## src/signed_gadget_decompose_macros.svh

```systemverilog
// Assertion macros shared by the signed gadget decomposition RTL.
`ifndef SIGNED_GADGET_DECOMPOSE_MACROS_SVH
`define SIGNED_GADGET_DECOMPOSE_MACROS_SVH

`ifndef ASSERT_OFF
`define SGD_ASSERT_IMP(lbl, clk, rst, ante, cons) \
  lbl: assert property (@(posedge clk) disable iff (rst) (ante) |-> (cons)) \
    else $error("assertion failed");
`define SGD_ASSERT_NXT(lbl, clk, rst, ante, cons) \
  lbl: assert property (@(posedge clk) disable iff (rst) (ante) |=> (cons)) \
    else $error("assertion failed");
`else
`define SGD_ASSERT_IMP(lbl, clk, rst, ante, cons)
`define SGD_ASSERT_NXT(lbl, clk, rst, ante, cons)
`endif

`endif

```

## src/sgd_pkg.sv

```systemverilog
// Shared types and constants for the signed gadget decomposition block.
`default_nettype none

package sgd_pkg;

  localparam int Q_W      = 63;
  localparam int DB_W     = 6;
  localparam int LC_W     = 7;
  localparam int IDX_W    = 2;
  localparam int CFG_W    = 63;
  localparam int IN_W     = 64;
  localparam int OUT_W    = 64;
  localparam int LEVEL_W  = 6;
  localparam int DIGIT_MAX = 32;

  typedef enum logic [IDX_W-1:0] {
    REG_MODULUS     = 2'd0,
    REG_DIGIT_BITS  = 2'd1,
    REG_LEVEL_COUNT = 2'd2
  } reg_idx_t;

  // Sanitized configuration seen by the datapath
  typedef struct packed {
    logic [Q_W-1:0]  q;       // 1 .. 2^63-1
    logic [DB_W-1:0] bits;    // 1 .. 32
    logic [LC_W-1:0] levels;  // 1 .. MAX_LEVELS
  } sgd_cfg_t;

  // Reduced coefficient handed from the modulo pipeline to the digit emitter
  typedef struct packed {
    logic           valid;
    logic [Q_W-1:0] rem;
  } sgd_rem_t;

endpackage

`default_nettype wire

```

## src/sgd_digit_emit.sv

```systemverilog
// Signed digit sequencer: one base-2^b digit residue per output beat.
`default_nettype none

module sgd_digit_emit #(
  parameter int MAX_LEVELS = 64
) (
  input  wire logic                        clk,
  input  wire logic                        rst,
  input  wire sgd_pkg::sgd_rem_t           in,
  output logic                             in_ready,
  input  wire sgd_pkg::sgd_cfg_t           cfg,
  output logic                             m_valid,
  input  wire logic                        m_ready,
  output logic [sgd_pkg::Q_W-1:0]          m_residue,
  output logic [sgd_pkg::LEVEL_W-1:0]      m_level,
  output logic                             m_last
);
  import sgd_pkg::*;

  localparam int LW = (MAX_LEVELS > 1) ? $clog2(MAX_LEVELS) : 1;

  logic                 busy;
  logic [Q_W-1:0]       rem;
  logic [LW-1:0]        lvl;

  logic                 out_free;
  logic                 fire;
  logic                 is_last;
  logic                 load;
  logic [DIGIT_MAX:0]   base;
  logic [DIGIT_MAX:0]   mask;
  logic [DIGIT_MAX:0]   half;
  logic [DIGIT_MAX-1:0] raw;
  logic                 neg;
  logic [Q_W:0]         res_w;
  logic [Q_W-1:0]       rem_next;

  always_comb begin
    out_free = !m_valid || m_ready;
    fire     = busy && out_free;
    is_last  = (LC_W'(lvl) == (cfg.levels - LC_W'(1)));
    in_ready = !busy || (fire && is_last);
    load     = in.valid && in_ready;

    base = (DIGIT_MAX+1)'(1) << cfg.bits;
    mask = base - (DIGIT_MAX+1)'(1);
    half = base >> 1;
    raw  = rem[DIGIT_MAX-1:0] & mask[DIGIT_MAX-1:0];
    neg  = |(raw & half[DIGIT_MAX-1:0]);

    // rem < q, so raw < q and base - raw <= raw < q: no further reduction
    if (neg) begin
      res_w = {1'b0, cfg.q} + (Q_W+1)'(raw) - (Q_W+1)'(base);
    end else begin
      res_w = (Q_W+1)'(raw);
    end
    rem_next = (rem >> cfg.bits) + Q_W'(neg);
  end

  always_ff @(posedge clk) begin
    if (rst) begin
      busy    <= 1'b0;
      m_valid <= 1'b0;
    end else begin
      if (load) begin
        busy <= 1'b1;
      end else if (fire && is_last) begin
        busy <= 1'b0;
      end
      if (fire) begin
        m_valid <= 1'b1;
      end else if (m_ready) begin
        m_valid <= 1'b0;
      end
    end
  end

  always_ff @(posedge clk) begin
    if (fire) begin
      m_residue <= res_w[Q_W-1:0];
      m_level   <= LEVEL_W'(lvl);
      m_last    <= is_last;
    end
    if (load) begin
      rem <= in.rem;
      lvl <= '0;
    end else if (fire) begin
      rem <= rem_next;
      lvl <= lvl + LW'(1);
    end
  end

endmodule

`default_nettype wire

```

## config.mk

```make
export PLATFORM = sky130hd
export DESIGN_NAME = sgd_digit_emit
export DESIGN_NICKNAME = d
export VERILOG_FILES = /design/src/signed_gadget_decompose_macros.svh /design/src/sgd_pkg.sv /design/src/sgd_digit_emit.sv
export SDC_FILE = /design/constraint.sdc
export NUM_CORES = 1
export LEC_CHECK = 0
export BUFFER_PORTS_ARGS = -buffer_cell sky130_fd_sc_hd__buf_4
export CORE_MARGIN = 10
export CORE_UTILIZATION = 55
export CTS_BUF_LIST = sky130_fd_sc_hd__clkbuf_2 sky130_fd_sc_hd__clkbuf_4 sky130_fd_sc_hd__clkbuf_8
export CTS_CLUSTER_DIAMETER = 100
export CTS_CLUSTER_SIZE = 30
export DETAILED_ROUTE_END_ITERATION = 10
export PLACE_DENSITY = 0.87
export REMOVE_ABC_BUFFERS = 1
export SYNTH_ARGS = -nofsm -noshare
export SYNTH_HDL_FRONTEND = slang
export SYNTH_SLANG_ARGS = --single-unit
```

## constraint.sdc

```tcl
create_clock -name clk -period 6.1 [get_ports clk]
set_input_delay 0.61 -clock clk [delete_from_list [all_inputs] [get_ports clk]]
set_output_delay 0.61 -clock clk [all_outputs]
set_load 0.005 [all_outputs]
```

==> reports/results.md <==
## Run status
• **status** completed

## Worst setup path
• **cell family contributing the most delay on the critical path** simple AND/OR/NAND/NOR gates
• **Required @ worst endpoint** 6.48 ns
• **Worst Path Arrival** 6.12 ns
• **crit path kind** in2reg
• **Worst path max stage delay** 0.50 ns
• **startpoint of the lowest-slack register-to-register path** rem[60]$_DFFE_PP_
• **CP cell instances** buf_4 > buf_4 > inv_1 > o21ai_0 > o21a_1 > xnor2_1 > nor2_1 > o21ai_0 > buf_4 > fa_1 > inv_1 > ha_1 > nand4_1 > nor4_1 > nor2b_1 > a211oi_1 > nor3b_1 > o211ai_1 > and4b_1 > or4_1 > a21oi_1
• **cell mode on critical path** buf_4
• **buffers plus inverters on the worst setup path** 5
• **setup slack, reg-to-reg** 1.46 ns
• **endpoint of the lowest-slack register-to-register path** rem[42]$_DFFE_PP_
• **slowest cell on the critical path** o21ai_0
• **category of the worst setup path launch point** input port
• **logic depth of the worst register-to-register path** 16
• **critical path fanouts, max** 36
• **Crit. End Element** register

## Timing
• **fin crit period** 5.74 ns
• **final hold violation count** 0
• **total setup violations reported at the end of the flow** 0
• **unrepaired setup endpoints after global routing** false
• **Fmax achieved** 174 MHz
• **final sum of negative setup slack** 0 ns
• **Fin Clk Skew** 0.0195 ns
• **Worst slew margin** 24.1%
• **transition time at the pin with the least slew margin** 1.14 ns
• **ratio of final minimum period to clock period** 94.1%
• **Final Max Tran Viols** 0

## Global routing
• **pin count of the biggest net entering global routing** 81
• **wire length of the first global-routing pass** 102,000 microns
• **total congestion overflow** 0
• **number of antenna violations at the first check in global routing** 0
• **overall global routing resource usage** 33.7%
• **via count of the first global-routing pass** 17,000

## Yosys
• **asr flop ratio synth** 0%
• **library cell with the highest instance count after synthesis** nor2_1
• **part of the Yosys area used for sequential elements** 23.6%
• **most used flip-flop cell after synthesis** edfxtp_1
• **top area cells in the synthesized netlist** edfxtp_1 (23%), mux4_2 (9.9%), ha_1 (4.9%)
• **most used standard cells in the synthesized netlist** nor2_1 (196), nand2_1 (193), inv_1 (154)
• **largest area contributor in the synthesized netlist** edfxtp_1
• **average cell area after synthesis** 8.72 sq um
• **number of synthesized flops with an enable pin** 133
• **synthesis-stage register bit count** 141
• **cell area after synthesis** 17,600 sq um
• **Mapped Cells** 2,018
• **Synth warnings** 0
• **number of distinct library cells after synthesis** 96
• **area share of the largest cell type after synthesis** 22.7%

## Pwr
• **pwr/cell area** 220 nW/um^2
• **Worst VDD drop** 0.151 mV
• **leakage power figure** 8.40 nW

## Routing
• **Top Layer Used** met4
• **vias after detailed routing** 17,500
• **routed wire length on met2** 31,800 microns
• **router iterations before antenna repair** 6
• **antenna violation net count after detailed routing** 0
• **wire length after detailed routing** 67,300 microns
• **met3 wire length** 5680 microns
• **DRC viols** 0
• **mean number of vias per cell** 6.63
• **Routed met1 length** 25,600 microns
• **detailed-route wire length per cell** 25.4 microns
• **Iter 0 DRT Violations** 1,846

## Hold path
• **number of instances on the worst hold path** 2
• **Hold Startpoint** rst
• **Min-Delay Path Class** in2reg
• **end point of the worst hold path** m_valid$_SDFFE_PP0P_

## Floorplanning
• **number of top-level pins** 215
• **die extent in x** 199 microns
• **Die Ht** 199 microns
• **Core Footprint** 31,600 sq um
• **std cell rows** 65
• **die outline area** 39,500 sq um
• **Initial Util** 55.8%

## Placement
• **Cell Count Post-Placement** 2,614
• **total placed instance area** 19,900 sq um
• **total of buffers placed on input and output ports** 214
• **HPWL after detailed placement** 53,100 microns
• **gp weighted congestion** 1.06

## Layout
• **n_diodes** 0
• **Layout Cell Area excl Fill** 20,300 sq um
• **Layout Area Growth over Synthesis** 15.3%
• **nets** 2,475
• **Fillers** 2,682
• **layout cell share with drive strength beyond 1** 21.8%
• **final std cells w/o fill** 2,646

## Run
• **maximum capacitance violations** 0

## Clock tree
• **Inserted Clock Buffers** 17
• **source-to-sink clock delay at the later pin of the worst-skew pair** 0.53 ns
• **number of buffers inserted by post-CTS setup repair** 0
• **number of buffers inserted by hold repair at cts** 0
• **clock-pin slew on the worst setup and hold paths** 0.10 ns
• **TritonCTS clock tree** done
• **TritonCTS sink count** 141
• **H-Tree Level Count** 4
• **number of cells upsized or downsized after cts** 0
• **Clk Tree Root Cell** clkbuf_8
• **number of buffers between clock root and the deepest sink** 2

## power by group
part           internal [mW]  total, mW  switching, mW
clock network          0.328      0.783          0.455
logic                  0.981       2.34           1.35
registers               1.22       1.34          0.116
total                   2.53       4.46           1.93
## metal layers
metal	vias up	global-route usage (%)
li1	7876	-
met1	8332	41.5
met2	1101	55.2
met3	230	5.42
met4	0	18.9
met5	-	0
## worst reg2reg max path: stages, from the launching register on
cell	delay (ns)
edfxtp_1	0.43
mux2i_1	0.18
o211a_1	0.29
o21a_1	0.24
o31ai_1	0.63
buf_4	0.23
nand2_1	0.05
o21ai_0	0.16
ha_1	0.27
buf_4	0.13
ha_1	0.18
or4b_2	0.75
nor4_2	0.20
buf_4	0.21
nand4b_1	0.13
xnor2_1	0.16
o31ai_1	0.24
## worst max-delay path by stage
stage            start                     endpoint  slack [ns]  cells past startpoint
2_1_floorplan  cfg[10]            rem[24]$_DFFE_PP_       -0.52                     15
3_3_place_gp   cfg[11]  m_residue[57]$_SDFFCE_PP0P_        0.18                     21
3_5_place_dp   cfg[11]  m_residue[57]$_SDFFCE_PP0P_      -0.006                     21
4_1_cts        cfg[11]  m_residue[57]$_SDFFCE_PP0P_        0.52                     21
5_1_grt        cfg[11]  m_residue[57]$_SDFFCE_PP0P_        0.04                     21
6_report       cfg[11]  m_residue[57]$_SDFFCE_PP0P_        0.36                     21
## through the flow
| step | power [mW] | hold slack, ns | setup WS, ns | util, % |
|---|---|---|---|---|
| 2_1_floorplan | 2.79 | 0.469 | -0.522 | - |
| 3_3_place_gp | 3.60 | 0.505 | 0.180 | 63.1 |
| 3_5_place_dp | 3.63 | 0.519 | -0.00640 | 63.1 |
| 4_1_cts | 4.41 | 0.219 | 0.525 | 64.3 |
| 5_1_grt | 4.69 | 0.238 | 0.0412 | 64.3 |
| 6_report | 4.46 | 0.241 | 0.361 | 64.3 |
## sequential cells by signal, indices dropped and copies added, names as in the netlist
signal,flops
lvl,6
rem,63
busy,1
m_valid,1
m_last,1
m_residue,63
m_level,6
## cell type report
type	count	area, sq um	area share, %
multi-input cells	1597	12200	60.3
clock buffers	17	234	1.15
inverters	155	582	2.87
well taps	402	503	2.48
flip-flops and latches	141	4150	20.5
clock inverters	15	140	0.691
repair buffers	319	2440	12.1
## kinds of logic after synthesis
group,after synthesis,synth area share (%)
and+or+nand+nor,699,19.6
AOI/OAI and AO/OA,498,18.4
buffers and inverters,280,7.04
muxes,176,16.7
DFF,141,23.6
xor gates and xnor gates,123,6.12
adders and majority gates,101,8.55
## placed cells by master (no fill, tap or decap), types with 8 or more instances in the layout
cell type,netlist,layout
a211o_1,8,8
a211oi_1,12,12
a21o_1,38,38
a21oi_1,132,132
a22oi_1,8,8
a31oi_1,20,20
and2_1,23,23
and3_1,22,22
buf_4,12,315
clkbuf_8,0,17
dfxtp_1,8,8
edfxtp_1,133,133
fa_1,32,32
ha_1,69,69
inv_1,154,153
mux2_2,31,31
mux2i_1,55,55
mux4_1,10,10
mux4_2,77,77
nand2_1,193,193
nand2b_1,26,24
nand3_1,55,55
nand4_1,30,30
nor2_1,196,196
nor2b_1,17,16
nor3_1,50,50
nor3b_1,14,14
nor4_1,13,13
o211ai_1,19,19
o21a_1,15,15
o21ai_0,119,119
o21bai_1,15,15
o31ai_1,17,17
or2_2,8,8
or3_1,10,10
xnor2_1,63,63
xor2_1,60,60
(Power assumes the default switching activity.)
